--- config.mk ---
export PLATFORM = sky130hd
export DESIGN_NAME = four_motor_slew_limited_drive_top
export DESIGN_NICKNAME = d
export VERILOG_FILES = /design/src/hdl/fmsd_pkg.sv /design/src/hdl/fmsd_front.sv /design/src/hdl/fmsd_queue.sv /design/src/hdl/fmsd_back.sv /design/src/hdl/four_motor_slew_limited_drive_top.sv
export VERILOG_INCLUDE_DIRS = /design/src /design/src/hdl
export SDC_FILE = /design/constraint.sdc
export NUM_CORES = 1
export LEC_CHECK = 0
export BUFFER_PORTS_ARGS = -buffer_cell sky130_fd_sc_hd__buf_2
export CAP_MARGIN = 20
export CORE_ASPECT_RATIO = 2
export CORE_UTILIZATION = 45
export DETAILED_ROUTE_END_ITERATION = 7
export PLACE_DENSITY = 0.66
export SYNTH_ARGS = -nofsm -noshare
export SYNTH_HDL_FRONTEND = slang
export SYNTH_SLANG_ARGS = --single-unit
--- constraint.sdc ---
create_clock -name clk -period 7.7 [get_ports clk]
set_input_delay 0.385 -clock clk [delete_from_list [all_inputs] [get_ports clk]]
set_output_delay 0.385 -clock clk [all_outputs]
set_load 0.05 [all_outputs]
--- src/hdl/four_motor_slew_limited_drive_top_defines.svh ---
// Assertion helpers used by the drive's back end.
`ifndef FOUR_MOTOR_SLEW_LIMITED_DRIVE_TOP_DEFINES_SVH
`define FOUR_MOTOR_SLEW_LIMITED_DRIVE_TOP_DEFINES_SVH

// Checks a property on every rising clock edge outside reset.
`define FMSD_ASSERT(label, clk_s, rst_s, prop, msg) \
    label: assert property (@(posedge clk_s) disable iff (!rst_s) (prop)) \
        else $error(msg);

// Checks that a condition implies another one in the same cycle.
`define FMSD_ASSERT_IMPL(label, clk_s, rst_s, pre, post, msg) \
    label: assert property (@(posedge clk_s) disable iff (!rst_s) (pre) |-> (post)) \
        else $error(msg);

`endif

--- src/hdl/fmsd_pkg.sv ---
`default_nettype none

package fmsd_pkg;

    localparam int DEFAULT_NUM_MOTORS = 4;
    localparam int MOTOR_W = 2;
    localparam int SPEED_W = 16;
    localparam int DUTY_W = 8;
    localparam int SDUTY_W = 9;
    localparam int STEP_W = 9;
    localparam int MASK_W = 4;
    localparam int CFG_IDX_W = 1;
    localparam int CFG_DATA_W = 9;
    localparam int MOTOR_CMP_W = 5;
    localparam int QUEUE_DEPTH = 2;

    localparam logic [STEP_W-1:0] MAX_STEP_RESET = 9'd16;
    localparam logic [MASK_W-1:0] INVERT_MASK_RESET = 4'd0;
    localparam logic signed [SDUTY_W-1:0] DUTY_MAX = 9'sd255;
    localparam logic signed [SDUTY_W-1:0] DUTY_MIN = -9'sd255;

    typedef enum logic [CFG_IDX_W-1:0] {
        REG_MAX_STEP    = 1'b0,
        REG_INVERT_MASK = 1'b1
    } cfg_reg_t;

    typedef enum logic {
        OP_SET  = 1'b0,
        OP_STOP = 1'b1
    } op_t;

    typedef enum logic [1:0] {
        DIR_COAST = 2'd0,
        DIR_FWD   = 2'd1,
        DIR_REV   = 2'd2
    } dir_t;

    // One classified request waiting for the back end.
    typedef struct packed {
        logic                      stop;
        logic [MOTOR_W-1:0]        motor;
        logic signed [SDUTY_W-1:0] target;
    } cmd_t;

    function automatic dir_t dir_of(input logic signed [SDUTY_W-1:0] d);
        dir_t r;
        if (d > 0)
        begin
            r = DIR_FWD;
        end
        else if (d < 0)
        begin
            r = DIR_REV;
        end
        else
        begin
            r = DIR_COAST;
        end
        return r;
    endfunction

endpackage

`default_nettype wire

--- src/hdl/fmsd_front.sv ---
`default_nettype none

// Accepts requests, drops set requests for motors that do not exist, and
// turns the target into a clamped signed duty, negated per invert_mask.
module fmsd_front #(
    parameter int NUM_MOTORS = fmsd_pkg::DEFAULT_NUM_MOTORS
) (
    input  wire logic                                cmd_valid,
    output logic                                     cmd_stall,
    input  wire logic                                op,
    input  wire logic [fmsd_pkg::MOTOR_W-1:0]        motor,
    input  wire logic signed [fmsd_pkg::SPEED_W-1:0] target_speed,
    input  wire logic [fmsd_pkg::MASK_W-1:0]         invert_mask,
    input  wire logic                                q_full,
    output logic                                     push,
    output fmsd_pkg::cmd_t                           push_cmd
);

    logic                                  is_stop;
    logic                                  in_range;
    logic signed [fmsd_pkg::SPEED_W:0]     wide_target;
    logic signed [fmsd_pkg::SPEED_W:0]     signed_target;
    logic signed [fmsd_pkg::SDUTY_W-1:0]   clamped;

    assign cmd_stall = q_full;
    assign is_stop = (op == fmsd_pkg::OP_STOP);
    assign in_range = (fmsd_pkg::MOTOR_CMP_W'(motor) < fmsd_pkg::MOTOR_CMP_W'(NUM_MOTORS));

    always_comb
    begin
        wide_target = (fmsd_pkg::SPEED_W + 1)'(target_speed);
        signed_target = invert_mask[motor] ? -wide_target : wide_target;
        if (signed_target > (fmsd_pkg::SPEED_W + 1)'(fmsd_pkg::DUTY_MAX))
        begin
            clamped = fmsd_pkg::DUTY_MAX;
        end
        else if (signed_target < (fmsd_pkg::SPEED_W + 1)'(fmsd_pkg::DUTY_MIN))
        begin
            clamped = fmsd_pkg::DUTY_MIN;
        end
        else
        begin
            clamped = signed_target[fmsd_pkg::SDUTY_W-1:0];
        end
    end

    assign push = cmd_valid && !cmd_stall && (is_stop || in_range);

    always_comb
    begin
        push_cmd.stop = is_stop;
        push_cmd.motor = motor;
        push_cmd.target = clamped;
    end

endmodule

`default_nettype wire

--- src/hdl/fmsd_queue.sv ---
`default_nettype none

// Short request queue between the front and back ends.
module fmsd_queue (
    input  wire logic            clk,
    input  wire logic            rst_n,
    input  wire logic            push,
    input  wire fmsd_pkg::cmd_t  push_cmd,
    output logic                 full,
    input  wire logic            pop,
    output logic                 head_valid,
    output fmsd_pkg::cmd_t       head_cmd
);

    localparam int PTR_W = (fmsd_pkg::QUEUE_DEPTH > 1) ? $clog2(fmsd_pkg::QUEUE_DEPTH) : 1;
    localparam int CNT_W = $clog2(fmsd_pkg::QUEUE_DEPTH + 1);

    fmsd_pkg::cmd_t    entry_reg [fmsd_pkg::QUEUE_DEPTH];
    logic [PTR_W-1:0]  wr_ptr_reg;
    logic [PTR_W-1:0]  wr_ptr_next;
    logic [PTR_W-1:0]  rd_ptr_reg;
    logic [PTR_W-1:0]  rd_ptr_next;
    logic [CNT_W-1:0]  count_reg;
    logic [CNT_W-1:0]  count_next;

    assign full = (count_reg == CNT_W'(fmsd_pkg::QUEUE_DEPTH));
    assign head_valid = (count_reg != '0);
    assign head_cmd = entry_reg[rd_ptr_reg];

    always_comb
    begin
        wr_ptr_next = wr_ptr_reg;
        rd_ptr_next = rd_ptr_reg;
        count_next = count_reg;
        if (push)
        begin
            wr_ptr_next = (wr_ptr_reg == PTR_W'(fmsd_pkg::QUEUE_DEPTH - 1)) ? '0
                                                                          : wr_ptr_reg + 1'b1;
        end
        if (pop)
        begin
            rd_ptr_next = (rd_ptr_reg == PTR_W'(fmsd_pkg::QUEUE_DEPTH - 1)) ? '0
                                                                          : rd_ptr_reg + 1'b1;
        end
        if (push && !pop)
        begin
            count_next = count_reg + 1'b1;
        end
        else if (pop && !push)
        begin
            count_next = count_reg - 1'b1;
        end
    end

    always_ff @(posedge clk or negedge rst_n)
    begin
        if (!rst_n)
        begin
            wr_ptr_reg <= '0;
            rd_ptr_reg <= '0;
            count_reg <= '0;
        end
        else
        begin
            wr_ptr_reg <= wr_ptr_next;
            rd_ptr_reg <= rd_ptr_next;
            count_reg <= count_next;
        end
    end

    always_ff @(posedge clk)
    begin
        if (push)
        begin
            entry_reg[wr_ptr_reg] <= push_cmd;
        end
    end

endmodule

`default_nettype wire

--- src/hdl/fmsd_back.sv ---
`default_nettype none

`include "four_motor_slew_limited_drive_top_defines.svh"

// Applies the slew limit against the stored duty of each motor, steps a
// stop request through all motors, and holds results in an output register.
module fmsd_back #(
    parameter int NUM_MOTORS = fmsd_pkg::DEFAULT_NUM_MOTORS
) (
    input  wire logic                             clk,
    input  wire logic                             rst_n,
    input  wire logic [fmsd_pkg::STEP_W-1:0]      max_step,
    input  wire logic                             q_valid,
    input  wire fmsd_pkg::cmd_t                   q_cmd,
    output logic                                  pop,
    output logic                                  res_valid,
    input  wire logic                             res_stall,
    output logic [fmsd_pkg::MOTOR_W-1:0]          motor_out,
    output logic [fmsd_pkg::DUTY_W-1:0]           duty,
    output logic [1:0]                            direction,
    output logic                                  direction_changed,
    output logic                                  last
);

    localparam int IDX_W = (NUM_MOTORS > 1) ? $clog2(NUM_MOTORS) : 1;
    localparam int ACC_W = fmsd_pkg::SDUTY_W + 2;

    logic signed [fmsd_pkg::SDUTY_W-1:0] duty_reg [NUM_MOTORS];
    logic [IDX_W-1:0]                    step_cnt_reg;
    logic [IDX_W-1:0]                    step_cnt_next;
    logic                                res_valid_reg;
    logic                                res_valid_next;
    logic [fmsd_pkg::MOTOR_W-1:0]        res_motor_reg;
    logic [fmsd_pkg::DUTY_W-1:0]         res_duty_reg;
    fmsd_pkg::dir_t                      res_dir_reg;
    logic                                res_changed_reg;
    logic                                res_last_reg;

    logic                                advance;
    logic                                fire;
    logic                                item_last;
    logic [IDX_W-1:0]                    idx;
    logic signed [fmsd_pkg::SDUTY_W-1:0] prev;
    logic signed [ACC_W-1:0]             prev_w;
    logic signed [ACC_W-1:0]             target_w;
    logic signed [ACC_W-1:0]             step_w;
    logic signed [ACC_W-1:0]             delta;
    logic signed [ACC_W-1:0]             limited;
    logic signed [fmsd_pkg::SDUTY_W-1:0] new_duty;
    logic [fmsd_pkg::SDUTY_W-1:0]        new_mag;
    fmsd_pkg::dir_t                      new_dir;

    assign advance = !res_valid_reg || !res_stall;
    assign fire = advance && q_valid;
    assign item_last = !q_cmd.stop || (step_cnt_reg == IDX_W'(NUM_MOTORS - 1));
    assign pop = fire && item_last;
    assign idx = q_cmd.stop ? step_cnt_reg : IDX_W'(q_cmd.motor);
    assign prev = duty_reg[idx];

    // Move toward the target by at most the configured step.
    always_comb
    begin
        prev_w = ACC_W'(prev);
        target_w = ACC_W'(q_cmd.target);
        step_w = signed'(ACC_W'(max_step));
        delta = target_w - prev_w;
        if (delta > step_w)
        begin
            limited = prev_w + step_w;
        end
        else if (delta < -step_w)
        begin
            limited = prev_w - step_w;
        end
        else
        begin
            limited = target_w;
        end
        new_duty = q_cmd.stop ? '0 : limited[fmsd_pkg::SDUTY_W-1:0];
        new_mag = (new_duty < 0) ? -new_duty : new_duty;
        new_dir = fmsd_pkg::dir_of(new_duty);
    end

    always_comb
    begin
        step_cnt_next = step_cnt_reg;
        if (fire && q_cmd.stop)
        begin
            step_cnt_next = item_last ? '0 : step_cnt_reg + 1'b1;
        end
        if (fire)
        begin
            res_valid_next = 1'b1;
        end
        else
        begin
            res_valid_next = res_valid_reg && res_stall;
        end
    end

    always_ff @(posedge clk or negedge rst_n)
    begin
        if (!rst_n)
        begin
            step_cnt_reg <= '0;
            res_valid_reg <= 1'b0;
            for (int i = 0; i < NUM_MOTORS; i++)
            begin
                duty_reg[i] <= '0;
            end
        end
        else
        begin
            step_cnt_reg <= step_cnt_next;
            res_valid_reg <= res_valid_next;
            if (fire)
            begin
                duty_reg[idx] <= new_duty;
            end
        end
    end

    always_ff @(posedge clk)
    begin
        if (fire)
        begin
            res_motor_reg <= fmsd_pkg::MOTOR_W'(idx);
            res_duty_reg <= new_mag[fmsd_pkg::DUTY_W-1:0];
            res_dir_reg <= new_dir;
            res_changed_reg <= (new_dir != fmsd_pkg::dir_of(prev));
            res_last_reg <= item_last;
        end
    end

    assign res_valid = res_valid_reg;
    assign motor_out = res_motor_reg;
    assign duty = res_duty_reg;
    assign direction = res_dir_reg;
    assign direction_changed = res_changed_reg;
    assign last = res_last_reg;

    `FMSD_ASSERT_IMPL(a_stop_head_held, clk, rst_n, res_valid_reg && !res_last_reg,
                      q_valid && q_cmd.stop, "non-final result without a stop at the head")
    `FMSD_ASSERT_IMPL(a_cnt_only_in_stop, clk, rst_n, step_cnt_reg != '0,
                      q_valid && q_cmd.stop, "motor counter running outside a stop")
    `FMSD_ASSERT(a_coast_iff_zero, clk, rst_n,
                 !res_valid_reg || ((res_duty_reg == '0) == (res_dir_reg == fmsd_pkg::DIR_COAST)),
                 "direction disagrees with duty")

endmodule

`default_nettype wire

--- src/hdl/four_motor_slew_limited_drive_top.sv ---
`default_nettype none

// Slew-limited drive for a set of H-bridge motors. A set-speed request names
// a motor and a signed target; the target is negated when the motor's bit in
// invert_mask is set, clamped to -255..255, and the motor's stored duty moves
// toward it by at most max_step. Each result gives the duty magnitude, the
// bridge direction (0 coast, 1 forward, 2 reverse), whether the direction
// changed from the previous result for that motor, and a last flag. A stop
// request zeroes every motor, without the ramp, one motor at a time, and
// gives one result per motor in motor order with the final one marked. A set
// request for a motor index at or above NUM_MOTORS is accepted and dropped
// with no result. Set requests flow at one per cycle while the results do
// not stall; a stop request holds the back end for one result per motor,
// one per cycle while not stalled, which is what bounds the rate here. A
// two-entry request queue sits between the front end and the back end, so
// requests keep being taken while results wait; each request is registered
// in the queue and then in the result register. Configuration writes are
// always ready and should be made only while the block is idle.
module four_motor_slew_limited_drive_top #(
    parameter int NUM_MOTORS = fmsd_pkg::DEFAULT_NUM_MOTORS
) (
    input  wire logic                                clk,
    input  wire logic                                rst_n,
    // Request channel.
    input  wire logic                                cmd_valid,
    output logic                                     cmd_stall,
    input  wire logic                                op,
    input  wire logic [fmsd_pkg::MOTOR_W-1:0]        motor,
    input  wire logic signed [fmsd_pkg::SPEED_W-1:0] target_speed,
    // Result channel.
    output logic                                     res_valid,
    input  wire logic                                res_stall,
    output logic [fmsd_pkg::MOTOR_W-1:0]             motor_out,
    output logic [fmsd_pkg::DUTY_W-1:0]              duty,
    output logic [1:0]                               direction,
    output logic                                     direction_changed,
    output logic                                     last,
    // Configuration write channel.
    input  wire logic                                cfg_valid,
    output logic                                     cfg_ready,
    input  wire logic [fmsd_pkg::CFG_IDX_W-1:0]      cfg_index,
    input  wire logic [fmsd_pkg::CFG_DATA_W-1:0]     cfg_data
);

    logic [fmsd_pkg::STEP_W-1:0] max_step_reg;
    logic [fmsd_pkg::MASK_W-1:0] invert_mask_reg;
    logic                        cfg_write;
    logic                        q_push;
    fmsd_pkg::cmd_t              q_push_cmd;
    logic                        q_full;
    logic                        q_pop;
    logic                        q_valid;
    fmsd_pkg::cmd_t              q_head;

    // The register file never pushes back.
    assign cfg_ready = 1'b1;
    assign cfg_write = cfg_valid && cfg_ready;

    always_ff @(posedge clk or negedge rst_n)
    begin
        if (!rst_n)
        begin
            max_step_reg <= fmsd_pkg::MAX_STEP_RESET;
            invert_mask_reg <= fmsd_pkg::INVERT_MASK_RESET;
        end
        else if (cfg_write)
        begin
            case (cfg_index)
                fmsd_pkg::REG_MAX_STEP:
                begin
                    max_step_reg <= cfg_data[fmsd_pkg::STEP_W-1:0];
                end
                fmsd_pkg::REG_INVERT_MASK:
                begin
                    invert_mask_reg <= cfg_data[fmsd_pkg::MASK_W-1:0];
                end
                default:
                begin
                    max_step_reg <= max_step_reg;
                end
            endcase
        end
    end

    // The front end classifies each request and shapes the target before
    // it enters the queue.
    fmsd_front #(
        .NUM_MOTORS (NUM_MOTORS)
    ) u_front (
        .cmd_valid    (cmd_valid),
        .cmd_stall    (cmd_stall),
        .op           (op),
        .motor        (motor),
        .target_speed (target_speed),
        .invert_mask  (invert_mask_reg),
        .q_full       (q_full),
        .push         (q_push),
        .push_cmd     (q_push_cmd)
    );

    fmsd_queue u_queue (
        .clk        (clk),
        .rst_n      (rst_n),
        .push       (q_push),
        .push_cmd   (q_push_cmd),
        .full       (q_full),
        .pop        (q_pop),
        .head_valid (q_valid),
        .head_cmd   (q_head)
    );

    // The back end owns the per-motor duty state and the result register.
    fmsd_back #(
        .NUM_MOTORS (NUM_MOTORS)
    ) u_back (
        .clk               (clk),
        .rst_n             (rst_n),
        .max_step          (max_step_reg),
        .q_valid           (q_valid),
        .q_cmd             (q_head),
        .pop               (q_pop),
        .res_valid         (res_valid),
        .res_stall         (res_stall),
        .motor_out         (motor_out),
        .duty              (duty),
        .direction         (direction),
        .direction_changed (direction_changed),
        .last              (last)
    );

endmodule

`default_nettype wire

==> results of run 1 <==
worst paths after layout:
kind | start | endpoint | slack (ps) | cells after the start
max | u_queue.rd_ptr_reg | u_back.direction_changed | 830 | 25
min | rst_n | max_step_reg[1] | 180 | 2
max reg2reg | u_queue.rd_ptr_reg | u_back.direction_changed | 830 | 25
min reg2reg | u_queue.wr_ptr_reg | u_queue.wr_ptr_reg | 490 | 1
max in group asynchronous | rst_n | u_queue.count_reg[0] | 7030 | 2
min in group clk | op | u_queue.entry_reg[0][11] | 240 | 1
layer usage:
| metal | global-route usage (%) | vias up |
|---|---|---|
| li1 | - | 2415 |
| met1 | 23.5 | 2440 |
| met4 | 23.0 | 0 |
| met5 | 0 | - |
| met2 | 44.9 | 164 |
| met3 | 3.53 | 80 |
layout make-up:
class                      count  area (µm²)
timing repair buffer          63         350
clock buffer                  10         250
tap                          189         236
fill                        1283        6740
clock inverter                 6        50.0
inverter                      42         158
multi-input combinational    469        3720
sequential                    94        2540
critical path: stages (launching register included):
cell and delay, ps:
dfrtp_1 410, buf_4 240, mux2_2 360, mux2i_2 360, buf_4 290, mux4_2 560, inv_1 260, fa_1 330
a211oi_1 130, o21ai_1 250, a21oi_1 110, o21bai_1 160, xor2_1 220, ha_1 280, a21o_1 180, a211oi_1 320
nand2_1 160, o31ai_1 530, o21ai_0 150, o211ai_1 120, a21oi_1 220, inv_1 150, ha_1 170, nand2_1 110
or4_1 530, a31oi_1 160
logic make-up (layout without fill, tap and decap cells):
kind of cell               count (synthesis)  after routing  share of synthesized area [%]
and+or+nand+nor                          158            158                           12.6
AOI/OAI and AO/OA                        152            152                           15.7
other                                      1              1                         0.0575
DFF                                       94             94                           39.0
muxes                                     64             64                           12.7
buffers and inverters                     65            121                           3.99
adders and majority gates                 51             51                           10.1
xor gates and xnor gates                  43             43                           5.77
per-stage QoR:
step | util [%] | hold slack, ps | setup WS [ps] | cells | area (µm²)
finish | 52.0 | 177 | 835 | 873 | 7310
global route | 52.0 | 227 | 275 | 873 | 7310
CTS | 52.0 | 204 | 900 | 873 | 7310
detailed placement | 49.9 | 484 | 936 | 857 | 7010
global placement | 49.9 | 478 | 1120 | 857 | 7010
floorplan | - | 89.4 | 1530 | 628 | 6520
layout by cell type (no fill, tap or decap), types with 19 or more instances in the layout:
cell	n
dfrtp_1	55
mux2_2	49
o21ai_0	49
buf_2	49
ha_1	48
inv_1	42
nand2_1	38
edfxtp_1	38
xnor2_1	29
nor2_1	28
a21oi_1	23
nor3_1	19
==> reports/metrics.csv, run 1 <==
stage;metric;value;unit
status;outcome;complete, no violations;
clock_tree;cts.repair.resized;0;
global_routing;grt_pass1_vias;5280;
timing;maxSlewViolCount;0;
timing;relSlewSlack;33.9;%
drt;wl_per_cell;19.8;µm
logic_synthesis;yosys.area.top_type;dfrtp_1;
logic_synthesis;ys_ff_latch;94;
clock_tree;hold_buffers;0;
logic_synthesis;synth_most_common_cell;dfrtp_1;
logic_synthesis;ys_top_cells_by_count;dfrtp_1, mux2_2, o21ai_0;
logic_synthesis;synth_top_cell_area_share;21.1;%
cells_and_area;area.growth.synth_to_final;12.0;%
clock_tree;cts_buffers;9;
timing;period_needed;6870;ps
critical_path;critical_path.max_fanout;13;
flow_run;cap_violations;0;
timing;fin_skew;11.2;ps
clock_tree;tritoncts;built;
logic_synthesis;ys_seq_area_share;39.0;%
logic_synthesis;avgSynthCellArea;10.4;µm²
global_routing;grt_pass1_wl;27300;µm
place;portBuffers;49;
die;initial_core_util;46.4;%
timing;finalSetupViolCount;0;
global_routing;track_usage;24.9;%
drt;ant_nets;0;
drt;drtIter0Drc;312;
cells_and_area;layout.nets;764;
drt;drt-total-wl;17300;µm
drt;viasPerCell;5.84;
die;num_rows;61;
clock_tree;cts.clk_slew.worst_paths;70;ps
clock_tree;post_cts_buffers;0;
cells_and_area;drive_gt1_share;23.0;%
cells_and_area;diodes;0;
drt;via_count;5099;
timing;worst_pin_slew;987;ps
timing;rsz0062_at_grt;false;
place;dp_hpwl;13900;µm
timing;max_freq;146;MHz
critical_path;cp.arrival;7060;ps
clock_tree;clock_path_buffers;2;
hold_path;hold_path_class;input port to asynchronous set/reset pin;
logic_synthesis;yosys_most_used_dff;dfrtp_1;
logic_synthesis;synth-edff-count;38;
critical_path;end_kind;flip-flop;
critical_path;critPathKind;flip-flop to flip-flop;
timing;hold_viol_final;0;
die;ios;51;
clock_tree;clock_sinks;94;
die;die_h;172;µm
clock_tree;htree_levels;3;
timing;timing.final.crit_share;89.2;%
drt;dr.max_layer_used;met4;
critical_path;cp.required;7900;ps
drt;post-route-drc-count;0;
logic_synthesis;netlist_instances;628;
logic_synthesis;syn_nets;713;
die;dieArea;0.0150;mm²
logic_synthesis;synth_cell_types;68;
drt;wl_met2;9310;µm
clock_tree;cts_root_buffer;clkbuf_16;
drt;wl_met1;5730;µm
logic_synthesis;synth_area;0.00652;mm²
drt;drt_pass1_iterations;5;
global_routing;grt-ovfl-total;0;
die;fp.coreArea;0.0140;mm²
global_routing;grt_max_degree;57;
die;die_x;87.1;µm
logic_synthesis;synthTopCellsByArea;dfrtp_1, edfxtp_1, ha_1;
global_routing;antenna_found_initial;0;
logic_synthesis;async_reset_ff_share;59.6;%
logic_synthesis;synth_warnings;0;
clock_tree;clkLatencyLatePin;340;ps
cells_and_area;largest_reg_flops;44;
drt;route.met3.wl;579;µm
critical_path;startpoint_type;flip-flop;
place;place_congestion;0.985;
timing;tns;0;ps
Power of run 1 is left out: the tool's default activity adds up to more than one toggle a clock period on the data nets, which glitch-free logic cannot reach.
==> run 2, diff against run 1 <==
- BUFFER_PORTS_ARGS: -buffer_cell sky130_fd_sc_hd__buf_2 -> -buffer_cell sky130_fd_sc_hd__buf_4
==> run 2 against run 1 <==
Against the previous run:
- flip-flop and latch count is the same
- largest cell class unchanged
- wire length rose by 0.61%
- design area increased by 1.9%
- final cell count decreased by 0.23%
- via count fell by 0.86%
==> reports/metrics.csv, run 2 (synthesized netlist as in run 1, its figures left out) <==
stage;metric;value;unit;change
cells_and_area;area.growth.synth_to_final;14.2;%;
global_routing;grt_pass1_vias;5251;;-0.55%
place;dp_hpwl;14000;µm;+0.63%
die;die_h;172;µm;unchanged
global_routing;track_usage;25.1;%;+0.26 points
timing;max_freq;151;MHz;+3.4%
timing;hold_viol_final;0;;unchanged
die;die_x;87.1;µm;unchanged
clock_tree;clock_sinks;94;;unchanged
status;outcome;complete, no violations;;
clock_tree;hold_buffers;0;;unchanged
clock_tree;cts_buffers;9;;unchanged
critical_path;critPathKind;flip-flop to flip-flop;;
timing;tns;0;ps;unchanged
clock_tree;htree_levels;3;;unchanged
flow_run;cap_violations;0;;unchanged
drt;drt-total-wl;17400;µm;+0.61%
die;ios;51;;unchanged
critical_path;timing.rr.end;u_back.direction_changed;;
drt;wl_per_cell;20.0;µm;+0.84%
timing;period_needed;6640;ps;-225 ps
clock_tree;cts.clk_slew.worst_paths;70;ps;about the same
cells_and_area;stdcell_area;0.00745;mm²;+1.9%
clock_tree;tritoncts;built;;
die;num_rows;61;;unchanged
clock_tree;clkLatencyLatePin;350;ps;about the same
critical_path;critical_path.max_fanout;13;;unchanged
cells_and_area;layout.nets;762;;-0.26%
drt;post-route-drc-count;0;;unchanged
global_routing;grt-ovfl-total;0;;unchanged
clock_tree;clock_path_buffers;2;;unchanged
critical_path;reg2reg_setup_slack;1060;ps;+220 ps
drt;viasPerCell;5.80;;-0.64%
timing;fin_ws;1060;ps;+225 ps
drt;via_count;5055;;-0.86%
cells_and_area;utilization;53.0;%;+0.99 points
timing;worst_pin_slew;1010;ps;+20.6 ps
cells_and_area;final_common_cell;buf_4;;
global_routing;grt_pass1_wl;27700;µm;+1.5%
timing;timing.final.crit_share;86.2;%;-2.9 points
cells_and_area;largest_reg_flops;44;;unchanged
timing;finalSetupViolCount;0;;unchanged
place;pre_cts_slack;1120;ps;+182 ps
die;initial_core_util;46.4;%;unchanged
die;fp.coreArea;0.0140;mm²;unchanged
drt;ant_nets;0;;unchanged
timing;relSlewSlack;32.6;%;-1.4 points
critical_path;reg2regPathDepth;22;;-12%
clock_tree;post_cts_buffers;0;;unchanged
critical_path;end_kind;flip-flop;;
cells_and_area;final_cell_mix;buf_4, dfrtp_1, mux2_2, o21ai_0, ha_1;;
global_routing;grt_max_degree;57;;unchanged
cells_and_area;drive_gt1_share;22.7;%;-0.23 points
critical_path;cp.arrival;6830;ps;-230 ps
critical_path;cp.required;7890;ps;about the same
timing;rsz0062_at_grt;false;;
clock_tree;cts_root_buffer;clkbuf_16;;
critical_path;startpoint_type;flip-flop;;
place;portBuffers;49;;unchanged
place;place_congestion;0.942;;-4.4%
place;place_area;0.00711;mm²;+1.5%
drt;drt_pass1_iterations;4;;-1
die;dieArea;0.0150;mm²;unchanged
clock_tree;cts.repair.resized;0;;unchanged
timing;fin_skew;12.1;ps;+0.919 ps
global_routing;antenna_found_initial;0;;unchanged
critical_path;r2r_start;u_queue.rd_ptr_reg;;
timing;maxSlewViolCount;0;;unchanged
drt;drtIter0Drc;253;;-19%
hold_path;hold_path_class;input port to asynchronous set/reset pin;;
cells_and_area;diodes;0;;unchanged
## run 2: worst max path at each step
| stage | from | endpoint | slack [ps] | depth (start not counted) |
|---|---|---|---|---|
| after floorplan | u_queue.rd_ptr_reg | u_back.direction_changed | 1530 | 23 |
| after global placement | u_queue.rd_ptr_reg | u_back.direction_changed | 1240 | 21 |
| after detailed placement | u_queue.rd_ptr_reg | u_back.direction_changed | 1120 | 22 |
| after CTS | u_queue.rd_ptr_reg | u_back.direction_changed | 1100 | 22 |
| after global routing | u_queue.rd_ptr_reg | u_back.direction_changed | 530 | 24 |
| final | u_queue.rd_ptr_reg | u_back.direction_changed | 1060 | 22 |
## run 2: worst max-delay path, stage by stage, from the launching register on
cell and delay [ps]:
dfrtp_1 400, mux2i_4 520, mux2i_2 260, buf_4 260
mux4_2 570, ha_1 270, inv_1 90, fa_1 240
a211oi_1 110, o21ai_1 230, a21oi_1 100, o21bai_1 160
xor2_1 220, ha_1 280, a21o_1 180, a211oi_1 300
nand2_1 170, o31a_1 450, and3_1 260, o311ai_2 480
nand2_1 210, or4_1 540, a31oi_1 190
## run 2: per-layer routing
layer | track usage [%] | wire [µm]
met5 | 0 | 0
met4 | 17.4 | 1280
met3 | 2.72 | 354
met2 | 48.1 | 9750
met1 | 24.4 | 6040
## run 2: metrics by stage
stage | std cells | hold WS, ps
after floorplan | 628 | 89.4
after global placement | 855 | 475
after detailed placement | 855 | 471
after CTS | 871 | 118
after global routing | 871 | 159
final | 871 | 88.6
## run 2: layout make-up
type	count	area, µm²
Fill cell	1283	6600
Sequential cell	94	2540
Clock inverter	5	67.6
Timing Repair Buffer	61	458
Inverter	42	158
Multi-Input combinational cell	469	3720
Clock buffer	11	264
Tap cell	189	236
Power of run 2 is left out for the same reason.
